### src/hw/rtl/cbm_pkg.sv
package cbm_pkg;

  localparam int RAM_BYTES        = 32768;
  localparam int RAM_AW           = $clog2(RAM_BYTES);
  localparam int ROM_ADDRESS_BITS = 21;
  localparam int ROM_ADDR_W       = 21;
  localparam int BOOT_BYTES       = 256;
  localparam int BANK_SHIFT       = 14;
  localparam int CFG_AW           = 4;
  localparam int CFG_DW           = 32;

  localparam logic [15:0] BOOT_OFF_ADDR = 16'hFF50;
  localparam logic [3:0]  RAM_KEY       = 4'hA;

  typedef enum logic [2:0] {
    REGION_CART_ROM = 3'd0,
    REGION_BOOT_ROM = 3'd1,
    REGION_RAM      = 3'd2,
    REGION_OPEN_BUS = 3'd3,
    REGION_NONE     = 3'd4
  } region_t;

  typedef enum logic [1:0] {
    CFG_ROM_BANKS = 2'd0,
    CFG_RAM_BANKS = 2'd1,
    CFG_BOOT_ROM  = 2'd2,
    CFG_RAM_EN    = 2'd3
  } cfg_idx_t;

  typedef struct packed {
    region_t                 region;
    logic [ROM_ADDR_W-1:0]   rom_addr;
    logic                    ram_rd;
    logic                    ram_we;
    logic [RAM_AW-1:0]       ram_addr;
  } dec_t;

  // The bank count rounds down to a power of two; a count of zero acts as one.
  function automatic logic [ROM_ADDR_W-1:0] rom_mask_f(input logic [7:0] count);
    logic [3:0]            msb;
    logic [ROM_ADDR_W-1:0] m;
    msb = '0;
    for (int i = 0; i < 8; i++) begin
      if (count[i]) msb = 4'(i);
    end
    for (int b = 0; b < ROM_ADDR_W; b++) begin
      m[b] = (b < int'(msb) + BANK_SHIFT) && (b < ROM_ADDRESS_BITS);
    end
    return m;
  endfunction

endpackage

### src/hw/rtl/cbm_ctrl.sv
module cbm_ctrl import cbm_pkg::*; (
  input  logic              clk,
  input  logic              rst_n,
  input  logic              psel,
  input  logic              penable,
  input  logic              pwrite,
  input  logic [CFG_AW-1:0] paddr,
  input  logic [CFG_DW-1:0] pwdata,
  output logic [CFG_DW-1:0] prdata,
  input  logic              accept,
  input  logic              in_kind,
  input  logic [15:0]       in_bus_address,
  input  logic [7:0]        in_write_value,
  output dec_t              dec
);

  logic [7:0] rom_bank_count_r;
  logic [2:0] ram_page_count_r;
  logic       boot_present_r;
  logic       ram_master_en_r;
  logic [4:0] low_bank_r, low_bank_nxt;
  logic [1:0] upper_bank_r, upper_bank_nxt;
  logic       mode_r, mode_nxt;
  logic       ram_unlocked_r, ram_unlocked_nxt;
  logic       boot_active_r, boot_active_nxt;

  cfg_idx_t              cfg_idx;
  logic                  cfg_we;
  logic                  ram_usable;
  logic                  in_ram_window;
  logic [1:0]            ram_page_mask;
  logic [1:0]            ram_page;
  logic [14:0]           ram_full;
  logic [ROM_ADDR_W-1:0] rom_mask;
  logic [6:0]            rom_bank;

  assign cfg_idx = cfg_idx_t'(paddr[3:2]);
  assign cfg_we  = psel && penable && pwrite;

  always_ff @(posedge clk) begin
    if (!rst_n) begin
      rom_bank_count_r <= 8'd2;
      ram_page_count_r <= 3'd0;
      boot_present_r   <= 1'b0;
      ram_master_en_r  <= 1'b1;
    end else if (cfg_we) begin
      unique case (cfg_idx)
        CFG_ROM_BANKS: rom_bank_count_r <= pwdata[7:0];
        CFG_RAM_BANKS: ram_page_count_r <= pwdata[2:0];
        CFG_BOOT_ROM:  boot_present_r   <= pwdata[0];
        CFG_RAM_EN:    ram_master_en_r  <= pwdata[0];
        default: ;
      endcase
    end
  end

  always_comb begin
    unique case (cfg_idx)
      CFG_ROM_BANKS: prdata = CFG_DW'(rom_bank_count_r);
      CFG_RAM_BANKS: prdata = CFG_DW'(ram_page_count_r);
      CFG_BOOT_ROM:  prdata = CFG_DW'(boot_present_r);
      CFG_RAM_EN:    prdata = CFG_DW'(ram_master_en_r);
      default:       prdata = '0;
    endcase
  end

  assign ram_usable    = ram_unlocked_r && ram_master_en_r && (ram_page_count_r != 3'd0);
  assign in_ram_window = (in_bus_address[15:13] == 3'b101);
  assign ram_page_mask = (ram_page_count_r >= 3'd4) ? 2'b11 :
                         (ram_page_count_r >= 3'd2) ? 2'b01 : 2'b00;
  assign ram_page      = mode_r ? (upper_bank_r & ram_page_mask) : 2'b00;
  assign ram_full      = {ram_page, in_bus_address[12:0]};
  assign rom_mask      = rom_mask_f(rom_bank_count_r);
  assign rom_bank      = {upper_bank_r, low_bank_r};

  always_comb begin
    dec          = '0;
    dec.region   = REGION_NONE;
    dec.ram_addr = ram_full[RAM_AW-1:0];
    if (in_kind) begin
      dec.ram_we = in_ram_window && ram_usable;
    end else if (in_bus_address[15:14] == 2'b00) begin
      if (boot_active_r && (in_bus_address < 16'(BOOT_BYTES))) begin
        dec.region   = REGION_BOOT_ROM;
        dec.rom_addr = ROM_ADDR_W'(in_bus_address);
      end else begin
        dec.region = REGION_CART_ROM;
        if (mode_r) begin
          dec.rom_addr = {upper_bank_r, 5'd0, in_bus_address[13:0]} & rom_mask;
        end else begin
          dec.rom_addr = ROM_ADDR_W'(in_bus_address[13:0]) & rom_mask;
        end
      end
    end else if (in_bus_address[15:14] == 2'b01) begin
      dec.region   = REGION_CART_ROM;
      dec.rom_addr = {rom_bank, in_bus_address[13:0]} & rom_mask;
    end else if (in_ram_window && ram_usable) begin
      dec.region = REGION_RAM;
      dec.ram_rd = 1'b1;
    end else begin
      dec.region = REGION_OPEN_BUS;
    end
  end

  always_comb begin
    low_bank_nxt     = low_bank_r;
    upper_bank_nxt   = upper_bank_r;
    mode_nxt         = mode_r;
    ram_unlocked_nxt = ram_unlocked_r;
    boot_active_nxt  = boot_active_r;
    if (cfg_we && (cfg_idx == CFG_BOOT_ROM)) begin
      boot_active_nxt = pwdata[0];
    end
    if (accept && in_kind) begin
      if (in_bus_address == BOOT_OFF_ADDR) begin
        if (in_write_value == 8'd1) boot_active_nxt = 1'b0;
      end else begin
        unique case (in_bus_address[15:13])
          3'b000: ram_unlocked_nxt = (in_write_value[3:0] == RAM_KEY);
          3'b001: low_bank_nxt = (in_write_value[4:0] == 5'd0) ? 5'd1 : in_write_value[4:0];
          3'b010: upper_bank_nxt = in_write_value[1:0];
          3'b011: mode_nxt = in_write_value[0];
          default: ;
        endcase
      end
    end
  end

  always_ff @(posedge clk) begin
    if (!rst_n) begin
      low_bank_r     <= 5'd1;
      upper_bank_r   <= 2'd0;
      mode_r         <= 1'b0;
      ram_unlocked_r <= 1'b0;
      boot_active_r  <= 1'b0;
    end else begin
      low_bank_r     <= low_bank_nxt;
      upper_bank_r   <= upper_bank_nxt;
      mode_r         <= mode_nxt;
      ram_unlocked_r <= ram_unlocked_nxt;
      boot_active_r  <= boot_active_nxt;
    end
  end

endmodule
### config.mk
export PLATFORM = sky130hd
export DESIGN_NAME = cbm_ctrl
export DESIGN_NICKNAME = d
export VERILOG_FILES = /design/src/hw/rtl/cbm_pkg.sv /design/src/hw/rtl/cbm_ctrl.sv
export SDC_FILE = /design/constraint.sdc
export NUM_CORES = 1
export LEC_CHECK = 0
export BUFFER_PORTS_ARGS = -buffer_cell sky130_fd_sc_hd__buf_4
export CORE_ASPECT_RATIO = 1.25
export CORE_MARGIN = 4
export CORE_UTILIZATION = 35
export CTS_BUF_LIST = sky130_fd_sc_hd__clkbuf_4 sky130_fd_sc_hd__clkbuf_8 sky130_fd_sc_hd__clkbuf_16
export CTS_CLUSTER_DIAMETER = 30
export DETAILED_ROUTE_END_ITERATION = 6
export PLACE_DENSITY_LB_ADDON = 0.3
export SETUP_SLACK_MARGIN = 0.1
export SLEW_MARGIN = 10
export SYNTH_ARGS = -nofsm -noshare
export SYNTH_HDL_FRONTEND = slang
export SYNTH_SLANG_ARGS = --single-unit
### constraint.sdc
create_clock -name clk -period 1.6 [get_ports clk]
set_input_delay 0.24 -clock clk [delete_from_list [all_inputs] [get_ports clk]]
set_output_delay 0.24 -clock clk [all_outputs]
set_load 0.02 [all_outputs]
==> impl_metrics.env, run 1 <==
export IMPL_stdcell_count=401
export IMPL_first_global_vias=1866
export IMPL_rows=29
export IMPL_cp_arrival_ns=1.78
export IMPL_cp_top_family="buffers and inverters"
export IMPL_timing_fmax_mhz=495
export IMPL_ys_types=43
export IMPL_gp_congestion=0.842
export IMPL_layout_common_cells="106 x buf_4, 27 x nand2_1, 24 x conb_1"
export IMPL_start_util_pct=36.5
export IMPL_cts_inserted_buffers=3
export IMPL_clk_pin_slew_ns=0.08
export IMPL_p_leak_nw=1.41
export IMPL_diodes=0
export IMPL_dr_pass1_iters=4
export IMPL_critPathSlowestCell="dfxtp_2"
export IMPL_cp_slowest_stage_delay_ns=0.34
export IMPL_p_per_area_nw_per_um2=489
export IMPL_via_per_inst=4.98
export IMPL_ys_seq_elements=23
export IMPL_io_pins=140
export IMPL_fin_hold_ws_ns=0.189
export IMPL_final_area_um2=3050
export IMPL_violations="negative setup slack"
export IMPL_core_area_um2=5120
export IMPL_grt_pass1_wl_um=8770
export IMPL_hold_viol=0
export IMPL_grtUsageTotal_pct=17.0
export IMPL_wl_met2_um=3280
export IMPL_fin_crit_sh_pct=126
export IMPL_crit_required_ns=1.36
export IMPL_final_net_count=412
export IMPL_finish_utilization_pct=59.7
export IMPL_ant_nets=0
export IMPL_antenna_found_initial=0
export IMPL_setup_viol_count_final=13
export IMPL_drt_wl_total_um=6080
export IMPL_start_kind="flip-flop"
export IMPL_die_y_um=89.7
export IMPL_synthCells=234
export IMPL_clock_root_buffer="clkbuf_8"
export IMPL_synthTopCellsByArea="dfxtp_1 25%, buf_4 15%, nand2_1 6.0%"
export IMPL_outcome="complete, but fails checks"
export IMPL_rrSetupSlack_ns=0.78
export IMPL_end_kind="output port"
export IMPL_placed_cells=389
export IMPL_cts_buffer_depth=2
export IMPL_routed_top_layer="met4"
export IMPL_slew_viol_final=0
export IMPL_synth_area_um2=1870
export IMPL_syn_avg_cell_area_um2=7.98
export IMPL_rsz0062_at_grt="yes"
export IMPL_path_buf_inv=5
export IMPL_timing_final_ws_setup_ns=-0.420
export IMPL_cts_max_level=1
export IMPL_cp_cell_sequence="nor2_4 -> o21ai_2 -> nand2_2 -> inv_2 -> ha_4 -> buf_4 -> buf_6 -> buf_6 -> a41oi_2 -> buf_4"
export IMPL_setup_tns_ns=-4.39
export IMPL_final_layout_size_suffix_gt1_share_pct=54.9
export IMPL_cts_tree="done"
export IMPL_hpwl_um=4610
export IMPL_fin_crit_ns=2.02
export IMPL_syn_to_final_growth_pct=63.5
export IMPL_grt_max_degree=27
export IMPL_numPortBuffers=89
export IMPL_wl_met3_um=540
export IMPL_vdd_drop_max_uv=442
export IMPL_grt_ovfl_total=0
export IMPL_preCtsSetupSlack_ns=-0.178
export IMPL_ys_warn_count=0
export IMPL_clock_sinks=23
export IMPL_drv_cap=0
export IMPL_criticalPathCategory="reg -> out"
export IMPL_synth_top_cell_area_share_pct=24.6
export IMPL_skew_ns=0
export IMPL_hp_class="in -> reg"
export IMPL_die_area_um2=6580
export IMPL_die_width_um=73.3
export IMPL_yosysSeqAreaShare_pct=24.6
export IMPL_yosysTopAreaCell="dfxtp_1"
export IMPL_cp_max_fo=4
export IMPL_route_vias_total=1996
export IMPL_final_common_cell="buf_4"
export IMPL_drtIter0Drc=33
export IMPL_post_drt_wl_per_cell_um=15.2
export IMPL_clk_latency_ns=0.26
export IMPL_power_mw=1.49
export IMPL_dpl_instance_area_um2=2660
export IMPL_holdBufCountCts=0
export IMPL_drt_met1_wl_um=2120
export IMPL_drc=0
-- path summary, 6_finish.rpt --
check / endpoint / startpoint / depth (start not counted)
max: dec[19] / rom_bank_count_r[5] / 10
min: rom_bank_count_r[1] / pwdata[1] / 3
min reg2reg: rom_bank_count_r[0] / rom_bank_count_r[0] / 2
max reg2reg: boot_active_r / boot_active_r / 2
-- layer usage --
layer  track usage (%)  vias to the layer above
met5                 0                        -
met4              6.92                        0
met3              3.90                       11
met2              31.6                       87
met1              18.5                      938
li1                  -                      960
-- power breakdown --
group	total (mW)	internal [mW]	switching (mW)
Clock	0.385	0.195	0.190
Combinational	0.525	0.241	0.283
Sequential	0.584	0.577	0.00710
-- timing repair --
item                                    4_1_cts  5_1_grt
cloned                                        0        0
endpoints found under the setup margin       17       18
resized for setup                            42       26
pin swaps                                    12       17
buffers inserted                              2        6
-- cell usage after synthesis, drive strengths merged --
cell type / instances
mux2i: 11
nor2: 10
inv: 5
nand3: 13
nor4bb: 1
nor2b: 10
o311a: 1
nor4b: 6
o21ai: 7
a31oi: 2
mux4: 1
nor4: 3
ha: 5
a41oi: 1
nand4: 2
and2: 14
or3: 1
conb: 1
o211ai: 1
a21oi: 6
o2111a: 1
a21boi: 8
nand4b: 2
nand2b: 2
dfxtp: 23
mux2: 1
clkbuf: 3
o211a: 2
nor3b: 3
o31a: 1
buf: 45
and3: 4
nor3: 7
nand2: 30
o21bai: 1
-- logic make-up (layout without fill, tap and decap cells) --
group                      Yosys count  after routing  share of synthesized area (%)
adders and majority gates            5              5                           3.35
AOI/OAI and AO/OA                   31             31                           11.5
other                                1             24                          0.201
DFF                                 23             23                           24.6
buffers and inverters               53            135                           19.4
muxes                               13             13                           7.70
and+or+nand+nor                    108            108                           33.2
-- tightest hold or removal path: cells and delay by family --
| kind | cells | cell delay (ns) |
|---|---|---|
| buffers and inverters | 1 | 0.09 |
| AND/OR/NAND/NOR | 2 | 0.10 |
-- sequential cells by signal, summed over array words and instances, names as in the netlist --
signal,count
boot_active_r,1
boot_present_r,1
low_bank_r,5
mode_r,1
ram_master_en_r,1
ram_page_count_r,3
ram_unlocked_r,1
rom_bank_count_r,8
upper_bank_r,2
-- cell type report --
cell class,count,area [µm²]
repair buffers,126,1020
inverters,5,18.8
fillers,445,2060
clock buffers,4,48.8
multi-input cells,181,1410
flip-flops and latches,23,479
well taps,62,77.6
Power figures use the tool's default switching activity.
==> run 2, diff against run 1 <==
Settings changed: RECOVER_POWER set to 50.
==> run 2 against run 1 <==
  * The run still ends with negative setup slack left
  * Global-route usage unchanged
  * Final cell count unchanged
  * Setup slack better by 0.0030 ns
  * Clock-buffer cell count unchanged
  * Cell area down 2.4%
  * First-iteration DRC count down 3.0%
  * Flip-flop and latch count unchanged
  * Register-to-register slack about the same
==> impl_metrics.env, run 2 (synthesized netlist as in run 1, its figures left out) <==
export IMPL_outcome="complete, but fails checks"
export IMPL_violations="negative setup slack"
export IMPL_dr_pass1_iters=4
export IMPL_final_layout_size_suffix_gt1_share_pct=49.3
export IMPL_min_from="pwdata[1]"
export IMPL_layout_common_cells="87 x buf_4, 27 x nand2_1, 24 x conb_1"
export IMPL_drtIter0Drc=32
export IMPL_p_leak_nw=1.35
export IMPL_antenna_found_initial=0
export IMPL_dpl_instance_area_um2=2660
export IMPL_timing_fmax_mhz=496
export IMPL_cts_max_level=1
export IMPL_largest_register_ffs=8
export IMPL_clock_root_buffer="clkbuf_8"
export IMPL_skew_ns=0
export IMPL_diodes=0
export IMPL_final_area_um2=2980
export IMPL_core_area_um2=5120
export IMPL_grt_max_degree=27
export IMPL_drv_cap=0
export IMPL_drc=0
export IMPL_hpwl_um=4610
export IMPL_crit_required_ns=1.36
export IMPL_numPortBuffers=89
export IMPL_die_width_um=73.3
export IMPL_fillers=473
export IMPL_final_common_cell="buf_4"
export IMPL_rrSetupSlack_ns=0.78
export IMPL_top_regs="rom_bank_count_r x8, low_bank_r x5, ram_page_count_r x3"
export IMPL_p_per_area_nw_per_um2=494
export IMPL_cts_inserted_buffers=3
export IMPL_drt_wl_total_um=6110
export IMPL_power_mw=1.47
export IMPL_placed_cells=389
export IMPL_vdd_drop_max_uv=441
export IMPL_rsz0062_at_grt="yes"
export IMPL_holdPathEnd="rom_bank_count_r[1]"
export IMPL_setup_viol_count_final=14
export IMPL_via_per_inst=4.99
export IMPL_clock_sinks=23
export IMPL_clk_latency_ns=0.27
export IMPL_max_flop_register="rom_bank_count_r"
export IMPL_grt_ovfl_total=0
export IMPL_grt_pass1_wl_um=8770
export IMPL_fin_hold_ws_ns=0.195
export IMPL_reg2reg_to="boot_active_r"
export IMPL_whs_path_depth=3
export IMPL_timing_final_ws_setup_ns=-0.417
export IMPL_criticalPathCategory="reg -> out"
export IMPL_final_net_count=412
export IMPL_die_area_um2=6580
export IMPL_slew_viol_final=0
export IMPL_r2r_cells=2
export IMPL_start_kind="flip-flop"
export IMPL_cp_max_fo=4
export IMPL_syn_to_final_growth_pct=59.6
export IMPL_fin_crit_sh_pct=126
export IMPL_hold_viol=0
export IMPL_die_y_um=89.7
export IMPL_cts_buffer_depth=2
export IMPL_stdcell_count=401
export IMPL_end_kind="output port"
export IMPL_ant_nets=0
export IMPL_io_pins=140
export IMPL_first_global_vias=1866
export IMPL_start_util_pct=36.5
export IMPL_grtUsageTotal_pct=17.0
export IMPL_gp_congestion=0.842
export IMPL_cp_arrival_ns=1.78
export IMPL_holdBufCountCts=0
export IMPL_cts_tree="done"
export IMPL_r2r_start="boot_active_r"
export IMPL_fin_crit_ns=2.02
export IMPL_route_vias_total=2001
export IMPL_clk_pin_slew_ns=0.08
export IMPL_post_drt_wl_per_cell_um=15.2
export IMPL_hp_class="in -> reg"
export IMPL_rows=29
-- run 2: cell types whose count changed in the layout (fill, tap and decap cells not counted) --
cell,change
buf_4,-19
clkbuf_1,+18
clkbuf_4,+1
nor3b_1,+1
nor3b_2,-1
-- run 2: cell type report --
type	count	area, µm²	area share [%]
Clock buffer	4	48.8	1.64
Inverter	5	18.8	0.629
Multi-Input combinational cell	181	1400	47.1
Sequential cell	23	479	16.1
Tap cell	62	77.6	2.60
Timing Repair Buffer	126	953	32.0
-- run 2: where the power goes --
part	internal [mW]	leakage, nW	switching (mW)	total [mW]
Clock	0.195	0.0262	0.189	0.384
Combinational	0.222	1.13	0.284	0.506
Sequential	0.577	0.191	0.00707	0.584
Total	0.994	1.35	0.480	1.47
-- run 2: worst max-delay path: stages (launching register included) --
cell and delay [ns]:
dfxtp_2 0.34, nor2_4 0.12, o21ai_2 0.07, nand2_2 0.07, inv_2 0.05, ha_4 0.16
buf_4 0.13, buf_6 0.12, buf_6 0.12, a41oi_2 0.14, buf_4 0.17
-- run 2: per-layer routing --
layer	track usage [%]	wire length (µm)
met2	31.6	3260
met4	6.92	152
met1	18.5	2110
met3	3.90	585
met5	0	0
-- run 2: worst max-delay path by stage --
stage,depth (start not counted),end,from
3_3_place_gp,9,dec[33],rom_bank_count_r[5]
5_1_grt,9,dec[33],rom_bank_count_r[5]
6_report,10,dec[19],rom_bank_count_r[5]
4_1_cts,9,dec[35],rom_bank_count_r[5]
3_5_place_dp,9,dec[35],rom_bank_count_r[5]
2_1_floorplan,8,dec[33],rom_bank_count_r[5]
-- run 2: through the flow --
step	setup TNS, ns	setup slack, ns	utilization (%)
2_1_floorplan	-0.201	-0.0902	-
5_1_grt	-5.50	-0.505	58.3
3_3_place_gp	-1.21	-0.159	52.0
4_1_cts	-3.82	-0.426	56.6
6_report	-4.42	-0.417	58.3
3_5_place_dp	-1.33	-0.178	52.0
-- run 2: timing repair --
action / in CTS / in global routing
setup buffers: 2 / 6
pin swaps: 12 / 17
setup endpoints to repair: 17 / 18
gates resized for setup: 42 / 26
